<file path="src/design/sdtq_pkg.sv">
`default_nettype none

package sdtq_pkg;

    localparam int SLOTS    = 16;
    localparam int SLOT_W   = $clog2(SLOTS);
    localparam int CNT_W    = $clog2(SLOTS + 1);
    localparam int TIME_W   = 48;
    localparam int DELAY_W  = 32;
    localparam int KIND_W   = 8;
    localparam int CTX_W    = 16;
    localparam int HANDLE_W = 4;

    typedef enum logic [1:0] {
        OP_START = 2'd0,
        OP_STOP  = 2'd1,
        OP_CHECK = 2'd2
    } opcode_t;

    typedef enum logic [1:0] {
        STATUS_DONE    = 2'd0,
        STATUS_NONE    = 2'd1,
        STATUS_FULL    = 2'd2,
        STATUS_UNARMED = 2'd3
    } status_t;

    typedef enum logic [3:0] {
        ST_IDLE,
        ST_INS_WALK,
        ST_DEL_WALK,
        ST_CHK_ORD,
        ST_CHK_SLOT,
        ST_CHK_EVAL,
        ST_HEAD_ORD,
        ST_HEAD_SLOT,
        ST_HEAD_CAP,
        ST_RESP
    } state_t;

    typedef struct packed {
        logic [TIME_W-1:0] deadline;
        logic [KIND_W-1:0] kind;
        logic [CTX_W-1:0]  context_tag;
    } slot_entry_t;

    typedef struct packed {
        logic              we;
        logic [SLOT_W-1:0] waddr;
        slot_entry_t       wdata;
        logic [SLOT_W-1:0] raddr;
    } slot_cmd_t;

    typedef struct packed {
        logic              we;
        logic [SLOT_W-1:0] waddr;
        logic [SLOT_W-1:0] wdata;
        logic              re;
        logic [SLOT_W-1:0] raddr;
    } ord_cmd_t;

endpackage

`default_nettype wire

</file>
<file path="src/design/sdtq_slot_ram.sv">
`default_nettype none

module sdtq_slot_ram (
    input  wire logic                aclk,
    input  wire sdtq_pkg::slot_cmd_t cmd,
    output sdtq_pkg::slot_entry_t    rdata
);
    import sdtq_pkg::*;

    slot_entry_t mem_reg [SLOTS];
    slot_entry_t rdata_reg;

    always_ff @(posedge aclk) begin
        if (cmd.we) begin
            mem_reg[cmd.waddr] <= cmd.wdata;
        end
        rdata_reg <= mem_reg[cmd.raddr];
    end

    assign rdata = rdata_reg;

endmodule

`default_nettype wire

</file>
<file path="src/design/sdtq_order_ram.sv">
`default_nettype none

module sdtq_order_ram (
    input  wire logic                        aclk,
    input  wire sdtq_pkg::ord_cmd_t          cmd,
    output logic [sdtq_pkg::SLOT_W-1:0]      rdata
);
    import sdtq_pkg::*;

    logic [SLOT_W-1:0] mem_reg [SLOTS];
    logic [SLOT_W-1:0] rdata_reg;

    always_ff @(posedge aclk) begin
        if (cmd.we) begin
            mem_reg[cmd.waddr] <= cmd.wdata;
        end
        if (cmd.re) begin
            rdata_reg <= mem_reg[cmd.raddr];
        end
    end

    assign rdata = rdata_reg;

endmodule

`default_nettype wire

</file>
<file path="src/design/sdtq_ctrl.sv">
`default_nettype none

module sdtq_ctrl (
    input  wire logic                           aclk,
    input  wire logic                           aresetn,
    input  wire logic                           s_valid,
    output logic                                s_ready,
    input  wire logic [1:0]                     s_opcode,
    input  wire logic [sdtq_pkg::TIME_W-1:0]    s_now,
    input  wire logic [sdtq_pkg::DELAY_W-1:0]   s_delay,
    input  wire logic [sdtq_pkg::KIND_W-1:0]    s_kind,
    input  wire logic [sdtq_pkg::CTX_W-1:0]     s_context_req,
    input  wire logic [sdtq_pkg::HANDLE_W-1:0]  s_handle,
    output logic                                m_valid,
    input  wire logic                           m_ready,
    output logic [1:0]                          m_status,
    output logic [sdtq_pkg::HANDLE_W-1:0]       m_timer_handle,
    output logic [sdtq_pkg::KIND_W-1:0]         m_expired_kind,
    output logic [sdtq_pkg::CTX_W-1:0]          m_expired_context,
    output logic                                m_head_valid,
    output logic [sdtq_pkg::TIME_W-1:0]         m_head_deadline,
    output sdtq_pkg::slot_cmd_t                 slot_cmd,
    input  wire sdtq_pkg::slot_entry_t          slot_rdata,
    output sdtq_pkg::ord_cmd_t                  ord_cmd,
    input  wire logic [sdtq_pkg::SLOT_W-1:0]    ord_rdata
);
    import sdtq_pkg::*;

    // control state
    state_t            state_reg,    state_next;
    logic [SLOTS-1:0]  armed_reg,    armed_next;
    logic [CNT_W-1:0]  count_reg,    count_next;
    logic              issue_en_reg, issue_en_next;
    logic              p1_valid_reg, p1_valid_next;
    logic              p2_valid_reg, p2_valid_next;
    logic              found_reg,    found_next;
    logic              m_valid_reg,  m_valid_next;

    // datapath
    logic [CNT_W-1:0]  rd_idx_reg,   rd_idx_next;
    logic [CNT_W-1:0]  p1_idx_reg,   p1_idx_next;
    logic              p1_sent_reg,  p1_sent_next;
    logic [CNT_W-1:0]  p2_idx_reg,   p2_idx_next;
    logic [SLOT_W-1:0] p2_slot_reg,  p2_slot_next;
    logic              p2_sent_reg,  p2_sent_next;
    logic [SLOT_W-1:0] key_reg,      key_next;
    logic [SLOT_W-1:0] new_slot_reg, new_slot_next;
    logic [TIME_W-1:0] new_dl_reg,   new_dl_next;
    logic [TIME_W-1:0] now_reg,      now_next;
    logic [SLOT_W-1:0] chk_slot_reg, chk_slot_next;

    status_t           res_status_reg, res_status_next;
    logic [SLOT_W-1:0] res_handle_reg, res_handle_next;
    logic [KIND_W-1:0] res_kind_reg,   res_kind_next;
    logic [CTX_W-1:0]  res_ctx_reg,    res_ctx_next;
    logic              res_hvalid_reg, res_hvalid_next;
    logic [TIME_W-1:0] res_hdl_reg,    res_hdl_next;

    status_t           m_status_reg,   m_status_next;
    logic [SLOT_W-1:0] m_handle_reg,   m_handle_next;
    logic [KIND_W-1:0] m_kind_reg,     m_kind_next;
    logic [CTX_W-1:0]  m_ctx_reg,      m_ctx_next;
    logic              m_hvalid_reg,   m_hvalid_next;
    logic [TIME_W-1:0] m_hdl_reg,      m_hdl_next;

    logic              s_acc;
    logic              full;
    logic [SLOT_W-1:0] free_slot;
    logic [TIME_W:0]   dl_sum;
    logic [TIME_W-1:0] dl_sat;
    logic              stop_hit;
    logic              ins_stop;
    logic              del_last;
    logic              issue_last;
    logic [CNT_W-1:0]  del_wr_idx;
    logic [CNT_W-1:0]  ins_rd_idx;
    logic              chk_due;
    logic              out_free;

    assign s_acc     = s_valid && s_ready;
    assign full      = (count_reg == CNT_W'(SLOTS));
    assign dl_sum    = {1'b0, s_now} + (TIME_W + 1)'(s_delay);
    assign dl_sat    = dl_sum[TIME_W] ? {TIME_W{1'b1}} : dl_sum[TIME_W-1:0];
    assign stop_hit  = armed_reg[SLOT_W'(s_handle)];
    assign out_free  = !m_valid_reg || m_ready;

    // stop the insertion walk at the first entry (from the tail) not later than the new one
    assign ins_stop   = p2_valid_reg && (p2_sent_reg || (slot_rdata.deadline <= new_dl_reg));
    assign del_last   = p1_valid_reg && (p1_idx_reg == count_reg - CNT_W'(1));
    assign issue_last = (rd_idx_reg == count_reg - CNT_W'(1));
    assign del_wr_idx = p1_idx_reg - CNT_W'(1);
    assign ins_rd_idx = rd_idx_reg - CNT_W'(1);
    assign chk_due    = (slot_rdata.deadline <= now_reg);

    always_comb begin
        free_slot = '0;
        for (int i = SLOTS - 1; i >= 0; i--) begin
            if (!armed_reg[i]) begin
                free_slot = SLOT_W'(i);
            end
        end
    end

    // next state
    always_comb begin
        state_next = state_reg;
        unique case (state_reg)
            ST_IDLE: begin
                if (s_acc) begin
                    unique case (s_opcode)
                        OP_START: state_next = full ? ST_HEAD_ORD : ST_INS_WALK;
                        OP_STOP:  state_next = stop_hit ? ST_DEL_WALK : ST_HEAD_ORD;
                        OP_CHECK: state_next = (count_reg == '0) ? ST_HEAD_ORD : ST_CHK_ORD;
                        default:  state_next = ST_HEAD_ORD;
                    endcase
                end
            end
            ST_INS_WALK:  if (ins_stop) state_next = ST_HEAD_ORD;
            ST_DEL_WALK:  if (del_last) state_next = ST_HEAD_ORD;
            ST_CHK_ORD:   state_next = ST_CHK_SLOT;
            ST_CHK_SLOT:  state_next = ST_CHK_EVAL;
            ST_CHK_EVAL:  state_next = chk_due ? ST_DEL_WALK : ST_HEAD_ORD;
            ST_HEAD_ORD:  state_next = (count_reg == '0) ? ST_RESP : ST_HEAD_SLOT;
            ST_HEAD_SLOT: state_next = ST_HEAD_CAP;
            ST_HEAD_CAP:  state_next = ST_RESP;
            ST_RESP:      if (out_free) state_next = ST_IDLE;
            default:      state_next = ST_IDLE;
        endcase
    end

    // memory commands and datapath
    always_comb begin
        slot_cmd        = '0;
        ord_cmd         = '0;
        armed_next      = armed_reg;
        count_next      = count_reg;
        issue_en_next   = issue_en_reg;
        p1_valid_next   = 1'b0;
        p2_valid_next   = 1'b0;
        found_next      = found_reg;
        rd_idx_next     = rd_idx_reg;
        p1_idx_next     = p1_idx_reg;
        p1_sent_next    = p1_sent_reg;
        p2_idx_next     = p2_idx_reg;
        p2_slot_next    = p2_slot_reg;
        p2_sent_next    = p2_sent_reg;
        key_next        = key_reg;
        new_slot_next   = new_slot_reg;
        new_dl_next     = new_dl_reg;
        now_next        = now_reg;
        chk_slot_next   = chk_slot_reg;
        res_status_next = res_status_reg;
        res_handle_next = res_handle_reg;
        res_kind_next   = res_kind_reg;
        res_ctx_next    = res_ctx_reg;
        res_hvalid_next = res_hvalid_reg;
        res_hdl_next    = res_hdl_reg;
        m_valid_next    = m_valid_reg && !m_ready;
        m_status_next   = m_status_reg;
        m_handle_next   = m_handle_reg;
        m_kind_next     = m_kind_reg;
        m_ctx_next      = m_ctx_reg;
        m_hvalid_next   = m_hvalid_reg;
        m_hdl_next      = m_hdl_reg;

        unique case (state_reg)
            ST_IDLE: begin
                if (s_acc) begin
                    res_status_next = STATUS_NONE;
                    res_handle_next = '0;
                    res_kind_next   = '0;
                    res_ctx_next    = '0;
                    now_next        = s_now;
                    issue_en_next   = 1'b0;
                    found_next      = 1'b0;
                    unique case (s_opcode)
                        OP_START: begin
                            if (full) begin
                                res_status_next = STATUS_FULL;
                            end else begin
                                // write the new timer now; the walk only reads listed slots
                                slot_cmd.we                = 1'b1;
                                slot_cmd.waddr             = free_slot;
                                slot_cmd.wdata.deadline    = dl_sat;
                                slot_cmd.wdata.kind        = s_kind;
                                slot_cmd.wdata.context_tag = s_context_req;
                                armed_next[free_slot]      = 1'b1;
                                new_slot_next              = free_slot;
                                new_dl_next                = dl_sat;
                                rd_idx_next                = count_reg;
                                issue_en_next              = 1'b1;
                                res_status_next            = STATUS_DONE;
                                res_handle_next            = free_slot;
                            end
                        end
                        OP_STOP: begin
                            if (stop_hit) begin
                                key_next        = SLOT_W'(s_handle);
                                rd_idx_next     = '0;
                                issue_en_next   = 1'b1;
                                res_status_next = STATUS_DONE;
                            end else begin
                                res_status_next = STATUS_UNARMED;
                            end
                        end
                        OP_CHECK: begin
                            res_status_next = STATUS_NONE;
                        end
                        default: begin
                            res_status_next = STATUS_NONE;
                        end
                    endcase
                end
            end

            ST_INS_WALK: begin
                // issue: walk the order list from the tail toward the head
                if (issue_en_reg) begin
                    p1_valid_next = 1'b1;
                    p1_idx_next   = rd_idx_reg;
                    p1_sent_next  = (rd_idx_reg == '0);
                    if (rd_idx_reg == '0) begin
                        issue_en_next = 1'b0;
                    end else begin
                        ord_cmd.re  = 1'b1;
                        ord_cmd.raddr = ins_rd_idx[SLOT_W-1:0];
                        rd_idx_next = ins_rd_idx;
                    end
                end
                // fetch the deadline of the listed slot
                if (p1_valid_reg) begin
                    slot_cmd.raddr = ord_rdata;
                    p2_valid_next  = 1'b1;
                    p2_idx_next    = p1_idx_reg;
                    p2_slot_next   = ord_rdata;
                    p2_sent_next   = p1_sent_reg;
                end
                // compare: shift one place down, or drop the new timer in
                if (p2_valid_reg) begin
                    ord_cmd.we    = 1'b1;
                    ord_cmd.waddr = p2_idx_reg[SLOT_W-1:0];
                    if (ins_stop) begin
                        ord_cmd.wdata = new_slot_reg;
                        count_next    = count_reg + CNT_W'(1);
                        issue_en_next = 1'b0;
                        p1_valid_next = 1'b0;
                        p2_valid_next = 1'b0;
                    end else begin
                        ord_cmd.wdata = p2_slot_reg;
                    end
                end
            end

            ST_DEL_WALK: begin
                if (issue_en_reg) begin
                    ord_cmd.re    = 1'b1;
                    ord_cmd.raddr = rd_idx_reg[SLOT_W-1:0];
                    p1_valid_next = 1'b1;
                    p1_idx_next   = rd_idx_reg;
                    rd_idx_next   = rd_idx_reg + CNT_W'(1);
                    if (issue_last) begin
                        issue_en_next = 1'b0;
                    end
                end
                // past the removed entry, pull each one up a place
                if (p1_valid_reg) begin
                    if (found_reg) begin
                        ord_cmd.we    = 1'b1;
                        ord_cmd.waddr = del_wr_idx[SLOT_W-1:0];
                        ord_cmd.wdata = ord_rdata;
                    end else if (ord_rdata == key_reg) begin
                        found_next = 1'b1;
                    end
                end
                if (del_last) begin
                    count_next          = count_reg - CNT_W'(1);
                    armed_next[key_reg] = 1'b0;
                    issue_en_next       = 1'b0;
                    p1_valid_next       = 1'b0;
                end
            end

            ST_CHK_ORD: begin
                ord_cmd.re    = 1'b1;
                ord_cmd.raddr = '0;
            end

            ST_CHK_SLOT: begin
                slot_cmd.raddr = ord_rdata;
                chk_slot_next  = ord_rdata;
            end

            ST_CHK_EVAL: begin
                if (chk_due) begin
                    res_status_next = STATUS_DONE;
                    res_handle_next = chk_slot_reg;
                    res_kind_next   = slot_rdata.kind;
                    res_ctx_next    = slot_rdata.context_tag;
                    key_next        = chk_slot_reg;
                    rd_idx_next     = '0;
                    issue_en_next   = 1'b1;
                    found_next      = 1'b0;
                end
            end

            ST_HEAD_ORD: begin
                if (count_reg == '0) begin
                    res_hvalid_next = 1'b0;
                    res_hdl_next    = '0;
                end else begin
                    ord_cmd.re    = 1'b1;
                    ord_cmd.raddr = '0;
                end
            end

            ST_HEAD_SLOT: begin
                slot_cmd.raddr = ord_rdata;
            end

            ST_HEAD_CAP: begin
                res_hvalid_next = 1'b1;
                res_hdl_next    = slot_rdata.deadline;
            end

            ST_RESP: begin
                if (out_free) begin
                    m_valid_next  = 1'b1;
                    m_status_next = res_status_reg;
                    m_handle_next = res_handle_reg;
                    m_kind_next   = res_kind_reg;
                    m_ctx_next    = res_ctx_reg;
                    m_hvalid_next = res_hvalid_reg;
                    m_hdl_next    = res_hdl_reg;
                end
            end

            default: begin
            end
        endcase
    end

    always_ff @(posedge aclk) begin
        if (!aresetn) begin
            state_reg    <= ST_IDLE;
            armed_reg    <= '0;
            count_reg    <= '0;
            issue_en_reg <= 1'b0;
            p1_valid_reg <= 1'b0;
            p2_valid_reg <= 1'b0;
            found_reg    <= 1'b0;
            m_valid_reg  <= 1'b0;
        end else begin
            state_reg    <= state_next;
            armed_reg    <= armed_next;
            count_reg    <= count_next;
            issue_en_reg <= issue_en_next;
            p1_valid_reg <= p1_valid_next;
            p2_valid_reg <= p2_valid_next;
            found_reg    <= found_next;
            m_valid_reg  <= m_valid_next;
        end
    end

    always_ff @(posedge aclk) begin
        rd_idx_reg     <= rd_idx_next;
        p1_idx_reg     <= p1_idx_next;
        p1_sent_reg    <= p1_sent_next;
        p2_idx_reg     <= p2_idx_next;
        p2_slot_reg    <= p2_slot_next;
        p2_sent_reg    <= p2_sent_next;
        key_reg        <= key_next;
        new_slot_reg   <= new_slot_next;
        new_dl_reg     <= new_dl_next;
        now_reg        <= now_next;
        chk_slot_reg   <= chk_slot_next;
        res_status_reg <= res_status_next;
        res_handle_reg <= res_handle_next;
        res_kind_reg   <= res_kind_next;
        res_ctx_reg    <= res_ctx_next;
        res_hvalid_reg <= res_hvalid_next;
        res_hdl_reg    <= res_hdl_next;
        m_status_reg   <= m_status_next;
        m_handle_reg   <= m_handle_next;
        m_kind_reg     <= m_kind_next;
        m_ctx_reg      <= m_ctx_next;
        m_hvalid_reg   <= m_hvalid_next;
        m_hdl_reg      <= m_hdl_next;
    end

    assign s_ready           = (state_reg == ST_IDLE);
    assign m_valid           = m_valid_reg;
    assign m_status          = m_status_reg;
    assign m_timer_handle    = HANDLE_W'(m_handle_reg);
    assign m_expired_kind    = m_kind_reg;
    assign m_expired_context = m_ctx_reg;
    assign m_head_valid      = m_hvalid_reg;
    assign m_head_deadline   = m_hdl_reg;

endmodule

`default_nettype wire

</file>
<file path="src/design/sorted_deadline_timer_queue.sv">
// Every transaction ends by reading the head deadline for its result unless no timer is
// armed. Before that, a start that finds a free slot walks the order list from the tail to
// the new timer's place, a stop of an armed timer walks the whole list, and a check reads
// the head, if any, and, when it is due, walks the whole list to remove it.
// Throughput: one transaction at a time, set by the walk over the order-list memory, one
// entry a cycle; the next transaction is taken while the result waits in its register.
// Reset (aresetn, synchronous, active low) clears the armed bits, the timer count and the
// control state at once; the slot and order memories are not cleared.
`default_nettype none

module sorted_deadline_timer_queue (
    input  wire logic                           aclk,
    input  wire logic                           aresetn,
    input  wire logic                           s_valid,
    output logic                                s_ready,
    input  wire logic [1:0]                     s_opcode,
    input  wire logic [sdtq_pkg::TIME_W-1:0]    s_now,
    input  wire logic [sdtq_pkg::DELAY_W-1:0]   s_delay,
    input  wire logic [sdtq_pkg::KIND_W-1:0]    s_kind,
    input  wire logic [sdtq_pkg::CTX_W-1:0]     s_context_req,
    input  wire logic [sdtq_pkg::HANDLE_W-1:0]  s_handle,
    output logic                                m_valid,
    input  wire logic                           m_ready,
    output logic [1:0]                          m_status,
    output logic [sdtq_pkg::HANDLE_W-1:0]       m_timer_handle,
    output logic [sdtq_pkg::KIND_W-1:0]         m_expired_kind,
    output logic [sdtq_pkg::CTX_W-1:0]          m_expired_context,
    output logic                                m_head_valid,
    output logic [sdtq_pkg::TIME_W-1:0]         m_head_deadline
);
    import sdtq_pkg::*;

    slot_cmd_t         slot_cmd;
    slot_entry_t       slot_rdata;
    ord_cmd_t          ord_cmd;
    logic [SLOT_W-1:0] ord_rdata;

    sdtq_slot_ram u_slot_ram (
        .aclk  (aclk),
        .cmd   (slot_cmd),
        .rdata (slot_rdata)
    );

    sdtq_order_ram u_order_ram (
        .aclk  (aclk),
        .cmd   (ord_cmd),
        .rdata (ord_rdata)
    );

    sdtq_ctrl u_ctrl (
        .aclk              (aclk),
        .aresetn           (aresetn),
        .s_valid           (s_valid),
        .s_ready           (s_ready),
        .s_opcode          (s_opcode),
        .s_now             (s_now),
        .s_delay           (s_delay),
        .s_kind            (s_kind),
        .s_context_req     (s_context_req),
        .s_handle          (s_handle),
        .m_valid           (m_valid),
        .m_ready           (m_ready),
        .m_status          (m_status),
        .m_timer_handle    (m_timer_handle),
        .m_expired_kind    (m_expired_kind),
        .m_expired_context (m_expired_context),
        .m_head_valid      (m_head_valid),
        .m_head_deadline   (m_head_deadline),
        .slot_cmd          (slot_cmd),
        .slot_rdata        (slot_rdata),
        .ord_cmd           (ord_cmd),
        .ord_rdata         (ord_rdata)
    );

`ifndef SYNTHESIS
    a_one_at_a_time: assert property (@(posedge aclk) disable iff (!aresetn)
        s_valid && s_ready |=> !s_ready)
        else $error("input taken while a transaction is in progress");

    a_fail_fields_zero: assert property (@(posedge aclk) disable iff (!aresetn)
        m_valid && (m_status != STATUS_DONE) |->
            (m_expired_kind == '0) && (m_expired_context == '0) && (m_timer_handle == '0))
        else $error("failed transaction carries timer fields");

    a_empty_head_zero: assert property (@(posedge aclk) disable iff (!aresetn)
        m_valid && !m_head_valid |-> (m_head_deadline == '0))
        else $error("head deadline nonzero with empty queue");

    a_order_rw_apart: assert property (@(posedge aclk) disable iff (!aresetn)
        ord_cmd.we && ord_cmd.re |-> (ord_cmd.waddr != ord_cmd.raddr))
        else $error("order list read and written at one entry");
`endif

endmodule

`default_nettype wire
</file>
<file path="config.mk">
export PLATFORM = sky130hd
export DESIGN_NAME = sorted_deadline_timer_queue
export DESIGN_NICKNAME = d
export VERILOG_FILES = /design/src/design/sdtq_pkg.sv /design/src/design/sdtq_slot_ram.sv /design/src/design/sdtq_order_ram.sv /design/src/design/sdtq_ctrl.sv /design/src/design/sorted_deadline_timer_queue.sv
export SDC_FILE = /design/constraint.sdc
export NUM_CORES = 2
export LEC_CHECK = 0
export BUFFER_PORTS_ARGS = -buffer_cell sky130_fd_sc_hd__buf_2
export CORE_AREA = 4 4 339 341
export CTS_BUF_LIST = sky130_fd_sc_hd__clkbuf_2 sky130_fd_sc_hd__clkbuf_4 sky130_fd_sc_hd__clkbuf_8
export CTS_CLUSTER_DIAMETER = 80
export CTS_CLUSTER_SIZE = 12
export DETAILED_ROUTE_END_ITERATION = 10
export DIE_AREA = 0 0 343 345
export PLACE_DENSITY_LB_ADDON = 0.25
export RECOVER_POWER = 100
export REMOVE_ABC_BUFFERS = 1
export SETUP_SLACK_MARGIN = 0.1
export SLEW_MARGIN = 20
export SYNTH_ARGS = -nofsm -noshare
export SYNTH_HDL_FRONTEND = slang
export SYNTH_HIERARCHICAL = 1
export SYNTH_SLANG_ARGS = --single-unit
</file>
<file path="constraint.sdc">
create_clock -name aclk -period 7.1 [get_ports aclk]
set_input_delay 0 -clock aclk [delete_from_list [all_inputs] [get_ports aclk]]
set_output_delay 0 -clock aclk [all_outputs]
set_load 0.01 [all_outputs]
</file>
* Word level (Yosys, flattened, before mapping)
Memory sizes are Yosys's and may differ from the RTL's. A register that Yosys moved wholly into a read port is not among the register bits. Cells that the tools add are included.
Storage, ports and cells: bits in registers 316, RAM bits 1216, output and inout port bits 81, memories 2
Memory list:
- u_slot_ram.mem_reg | depth 16, width 72, read ports 1, clocked after Yosys merged registers in 1, write ports 1, RTL line sdtq_slot_ram.sv:10 | slot_entry_t mem_reg [SLOTS];
- u_order_ram.mem_reg | depth 16, width 4, read ports 1, clocked after Yosys merged registers in 1, write ports 1, RTL line sdtq_order_ram.sv:10 | logic [SLOT_W-1:0] mem_reg [SLOTS];
Cells by class: add/subtract/negate cells 6, magnitude comparators 7, eq/ne operators 33, mux-type cells 126, bitwise gates (word level) 4, reduce and logical (&&, ||, !) cells 38
Operator list (number):
- two-way mux 77 bit | 4
- two-way mux 4 bit | 30
- <= comparator 48 bit | 2
- two-way mux 16 bit | 6
- two-way mux 48 bit | 2
- one-hot mux 48 bit (2 select lines) | 1
- two-way mux 5 bit | 14
- one-hot mux 16 bit (2 select lines) | 2
- adder 48 x 32 -> 49 bit | 1
- one-hot mux 4 bit (10 select lines) | 1
- one-hot mux 5 bit (4 select lines) | 2
- two-way mux 1 bit | 33
- two-way mux 9 bit | 3
- one-hot mux 4 bit (2 select lines) | 3
- one-hot mux 5 bit (2 select lines) | 2
- inequality test 2 x 1 -> 1 bit, second input constant | 9
- one-hot mux 9 bit (2 select lines) | 1
- bitwise AND 16 bit | 1
- equality test 4 x 3 -> 1 bit, second input constant | 4
- two-way mux 8 bit | 2
- NOT 16 bit | 1
- OR 16 bit | 1
- one-hot mux 8 bit (2 select lines) | 1
- AND reduction 4 bit | 4
- other kinds (39) | 84

* Longest topological paths before layout
depth in word-level cells 25, mapped depth 13, depth with buffers taken out 11

* By module
Netlist, hierarchy kept.
By module, submodules not included:
- sdtq_slot_ram | instances 1, cells each 1850, area each 44551.5 um2, seq. area each 36034.6 um2
- sdtq_ctrl | instances 1, cells each 1573, area each 17274.1 um2, seq. area each 9188.8 um2
- sdtq_order_ram | instances 1, cells each 130, area each 2706.3 um2, seq. area each 2042.0 um2

* Least setup slack after synthesis
No wires, ideal clock.
path type reg2reg, from register u_ctrl.count_reg[0], to memory u_slot_ram/mem_reg[0][0] in the netlist's numbering, enable pin, library setup time 590 ps, data arrival time 7205 ps, setup slack -696 ps, stages on the path, launching flop included 11, period minus slack after synthesis 7796 ps, cell sequence dfxtp_1 > buf_2 > inv_1 > ha_1 > nor3b_2 > a21boi_1 > nand2_1 > clkbuf_1 > inv_1 > or3b_2 > nor3_1
RTL lines:
- start: declaration | RTL line sdtq_ctrl.sv:32 | logic [CNT_W-1:0] count_reg, count_next;
- start signal: assignment | RTL line sdtq_ctrl.sv:355 | count_reg <= count_next;
- end: declaration | RTL line sdtq_slot_ram.sv:10

* Worst setup path in the final report
from register u_slot_ram/rdata[67] (netlist name), to register u_ctrl.res_ctx_reg[15], enable pin
On the way: longest elaborated chain between the ends 3
Ends and longest elaborated chain:
- <= comparator 48 bit | RTL line sdtq_ctrl.sv:93 | assign chk_due = (slot_rdata.deadline <= now_reg);
- inequality test 2 x 1 -> 1 bit (no source line)
- AND reduction 3 bit (no source line)
- end signal: assignment | RTL line sdtq_ctrl.sv:379 | res_ctx_reg <= res_ctx_next;
- end: declaration | RTL line sdtq_ctrl.sv:55 | logic [CTX_W-1:0] res_ctx_reg, res_ctx_next;
No other way between the ends. A chain may end at the register's enable or synchronous reset.

==> impl_metrics.py <==
metrics = {
    "grt": {
        "grt_overflow": 0,
        "grt_max_degree": 102,
        "grt_pass1_vias": 35100,
        "antenna_found_initial": 8,
        "track_usage_pct": 26.12,
        "grt_pass1_wl_um": 228100,
    },
    "drt": {
        "wl_per_cell_um": 27.48,
        "wirelength_um": 154100,
        "via_count": 35120,
        "postRouteAntennaNets": 0,
        "top_layer": "met4",
        "dr.pass1.iters": 5,
        "met2_length_um": 73320,
        "viasPerCell": 6.263,
        "drc": 0,
        "wl_met1_um": 62540,
        "wl_met3_um": 14610,
        "first_iter_violations": 3848,
    },
    "synth": {
        "ys.flop_type": "edfxtp_1",
        "synth_area_um2": 64530,
        "ys_ff_latch": 1608,
        "postSynthAreaPerCell_um2": 18.16,
        "yosys_warnings": 6,
        "yosysSeqAreaShare_pct": 73.24,
        "synth_enable_flop_cells": 1506,
        "async_flop_share_pct": 0,
        "synthCells": 3553,
        "synth_cell_types": 82,
    },
    "sta": {
        "max_freq_mhz": 162.0,
        "setup_violations": 0,
        "min_period_over_period_pct": 86.93,
        "skew_ns": 0.04764,
        "slew_headroom_pct": -164.6,
        "min_period_ns": 6.172,
        "rsz0062_at_grt": "no",
        "tightestPinTransition_ns": 3.969,
        "setup_ws_ns": 0.9280,
        "hold_violations": 0,
        "drv_slew": 800,
    },
    "placed_design": {
        "io_buffers": 194,
        "place_area_um2": 67510,
        "routabilityCongestion": 0.8744,
        "place_ws_ns": 1.818,
        "dp_hpwl_um": 92620,
    },
    "layout": {
        "nets": 4237,
        "largest_reg_flops": 1152,
        "design_area_um2": 71800,
        "nFillCells": 7770,
        "drive_gt1_share_pct": 17.35,
        "syn2layout_area_growth_pct": 11.26,
        "fin_util_pct": 64.17,
    },
    "power": {
        "combPwrFrac_pct": 20.9,
        "ir_drop_mv": 0.2850,
        "switching_share_pct": 28.21,
        "leakagePower_uw": 0.02426,
        "p_clk_share_pct": 25.9,
        "intPower_uw": 15560,
        "seqPwrFrac_pct": 53.1,
        "p_per_area_nw_per_um2": 301.9,
        "switchingPower_uw": 6113,
    },
    "die": {
        "boundaryPins": 195,
        "start_util_pct": 57.68,
        "dieHeight_um": 345,
        "rows": 123,
        "die_w_um": 343,
        "design.die.area_um2": 118300,
        "core_area_um2": 111900,
    },
    "critical_path": {
        "cp-end-kind": "register",
        "reg2reg_depth": 10,
        "cp.arrival_ns": 6.62,
        "cp_max_fo": 30,
        "cp.required_ns": 7.54,
        "r2r-end": "u_ctrl/res_ctx_reg[15]$_SDFFCE_PN0P_",
        "cp-start-kind": "register",
        "timing.rr.start": "u_slot_ram/rdata[67]$_DFF_P_",
        "r2r_slack_ns": 0.93,
        "critPathKind": "register to register",
    },
    "status": {
        "status": "finished, violations left",
        "violations": "max-capacitance violations, max-slew violations",
    },
    "clocking": {
        "numCtsBuffers": 152,
        "clkTransAtPathRegs_ns": 0.08,
        "clockRootBuffer": "clkbuf_8",
        "cts_tree": "built",
        "cts_setup_buffers": 0,
        "clk_latency_ns": 0.86,
        "htreeDepth": 4,
        "cts_buffer_depth": 3,
        "clock_sinks": 1608,
        "ctsResizeCount": 0,
    },
    "flow_run": {
        "cap_violations": 27,
    },
    "worst_hold_path": {
        "min_to": "u_ctrl/key_reg[1]$_DFFE_PP_",
        "worstHoldStart": "s_handle[1]",
        "min_path_cells": 4,
        "hold_class": "primary input to register",
    },
}
## power by group through the flow
stage / Combinational, uW / Sequential [uW] / Clock, uW
after floorplan: 3870 / 11500 / 0
after global placement: 4380 / 11700 / 0
after detailed placement: 4440 / 11700 / 0
after CTS: 4550 / 11500 / 5750
after global routing: 4910 / 11600 / 6150
final: 4530 / 11500 / 5620
## layout by cell type (no fill, tap or decap), types with 16 or more instances in the layout
master / synthesis / layout
edfxtp_1: 1506 / 1506
mux4_2: 295 / 295
nand2_1: 235 / 235
dlygate4sd3_1: 0 / 173
clkbuf_8: 0 / 157
a22oi_1: 150 / 150
clkbuf_1: 94 / 149
ha_1: 138 / 138
inv_1: 135 / 134
a21oi_1: 115 / 115
clkbuf_4: 0 / 107
dfxtp_1: 102 / 102
nor2_1: 87 / 83
o21ai_0: 68 / 68
buf_2: 18 / 67
and2_0: 0 / 62
nand3_1: 44 / 45
and3_1: 38 / 38
xnor2_1: 33 / 33
nand4_1: 33 / 33
nor3_1: 30 / 30
and2_1: 95 / 29
a21o_1: 28 / 28
xor2_1: 24 / 24
nand2b_1: 23 / 23
buf_4: 9 / 18
nor2b_1: 18 / 16
## cell type report
| cell class | instances | area (um^2) | share of cell area [%] |
|---|---|---|---|
| clock buffer | 264 | 2964 | 4.128 |
| timing repair buffer | 429 | 3119 | 4.345 |
| inverter | 135 | 508.0 | 0.7075 |
| multi-input combinational | 1658 | 15980 | 22.25 |
| antenna | 4 | 10.01 | 0.01394 |
| clock inverter | 9 | 77.57 | 0.1080 |
| tap | 1500 | 1877 | 2.614 |
| sequential | 1608 | 47270 | 65.83 |
## cell usage after synthesis, types with 4 or more instances
cell | number | area (um^2)
or2_2 | 10 | 62.56
o21a_1 | 8 | 60.06
xor2_1 | 24 | 210.2
edfxtp_1 | 1506 | 45220
inv_1 | 135 | 506.7
buf_2 | 18 | 90.09
o311ai_0 | 4 | 35.03
nand4_1 | 33 | 206.5
a211oi_1 | 11 | 82.58
dfxtp_1 | 102 | 2042
mux4_1 | 14 | 367.9
a22oi_1 | 150 | 1126
nor4_1 | 11 | 68.82
ha_1 | 138 | 1727
o22ai_1 | 5 | 31.28
or4_1 | 4 | 30.03
mux2i_1 | 9 | 90.09
buf_1 | 10 | 37.54
nor3b_1 | 5 | 37.54
a2111oi_0 | 4 | 35.03
clkbuf_1 | 94 | 352.8
a21o_1 | 28 | 210.2
nand2_1 | 235 | 882.1
nand2b_1 | 23 | 143.9
xnor2_1 | 33 | 289.0
a221oi_1 | 4 | 35.03
nor3_1 | 30 | 150.1
and2_1 | 95 | 594.3
o21ai_0 | 68 | 340.3
buf_4 | 9 | 67.56
o31ai_1 | 6 | 45.04
a31oi_1 | 12 | 75.07
mux2_2 | 6 | 67.56
nand3b_1 | 9 | 67.56
mux4_2 | 295 | 6644
a21oi_1 | 115 | 575.6
a21boi_0 | 4 | 30.03
o21bai_1 | 8 | 60.06
nor2_1 | 87 | 326.6
nor2b_1 | 18 | 112.6
and3_1 | 38 | 237.7
buf_6 | 20 | 225.2
nand3_1 | 44 | 220.2
o211ai_1 | 14 | 105.1
## worst max-delay path, cell delays in order (launching register included)
cell	delay [ns]
dfxtp_1	0.36
ha_1	0.31
nand3_1	0.16
nor4_1	0.77
nand3_1	0.47
or4_1	0.90
o31ai_1	1.22
a21oi_1	0.32
o21bai_1	0.32
inv_1	0.12
clkbuf_2	0.72
## routing by layer
layer	GRT usage (%)	vias up
li1	-	15040
met1	38.44	18100
met2	40.72	1754
met3	5.250	222
met4	6.930	0
met5	0	-
## through the flow
step           hold WS (ns)  power [uW]  TNS [ns]  cells
6_report             0.1317       21670         0   5607
5_1_grt              0.1082       22630         0   5604
4_1_cts             0.02367       21790         0   5603
3_5_place_dp         0.1962       16140         0   5157
3_3_place_gp         0.1957       16080         0   5155
2_1_floorplan       0.09887       15370  -1959.12   3401
## worst max-delay path by stage
stage | from | endpoint
5_1_grt | u_slot_ram/rdata[67]$_DFF_P_ | u_ctrl/res_ctx_reg[9]$_SDFFCE_PN0P_
6_report | u_slot_ram/rdata[67]$_DFF_P_ | u_ctrl/res_ctx_reg[15]$_SDFFCE_PN0P_
4_1_cts | u_slot_ram/rdata[67]$_DFF_P_ | u_ctrl/res_ctx_reg[15]$_SDFFCE_PN0P_
3_3_place_gp | u_slot_ram/rdata[67]$_DFF_P_ | u_ctrl/res_ctx_reg[15]$_SDFFCE_PN0P_
2_1_floorplan | u_ctrl/state_reg[0]$_SDFFE_PN0P_ | u_slot_ram/rdata[0]$_DFF_P_
3_5_place_dp | u_ctrl/now_reg[44]$_DFFE_PP_ | u_ctrl/res_ctx_reg[15]$_SDFFCE_PN0P_
## cell families (layout without fill, tap and decap cells)
logic type	count (synthesis)	count (layout)	share of synthesized area, %
AOI/OAI and AO/OA	479	479	5.047
xor gates and xnor gates	57	57	0.7736
adders and majority gates	139	139	2.707
buffers and inverters	287	837	2.015
DFF	1608	1608	73.24
muxes	324	324	11.11
other	0	4	0
and+or+nand+nor	659	659	5.105
## timing repair
| item | 4_1_cts | 5_1_grt |
|---|---|---|
| endpoints found under the setup margin | 0 | 0 |
| hold buffers | 173 | 0 |
| hold endpoints to repair | 640 | 0 |
Note: power is estimated with default switching activity, not from simulation.
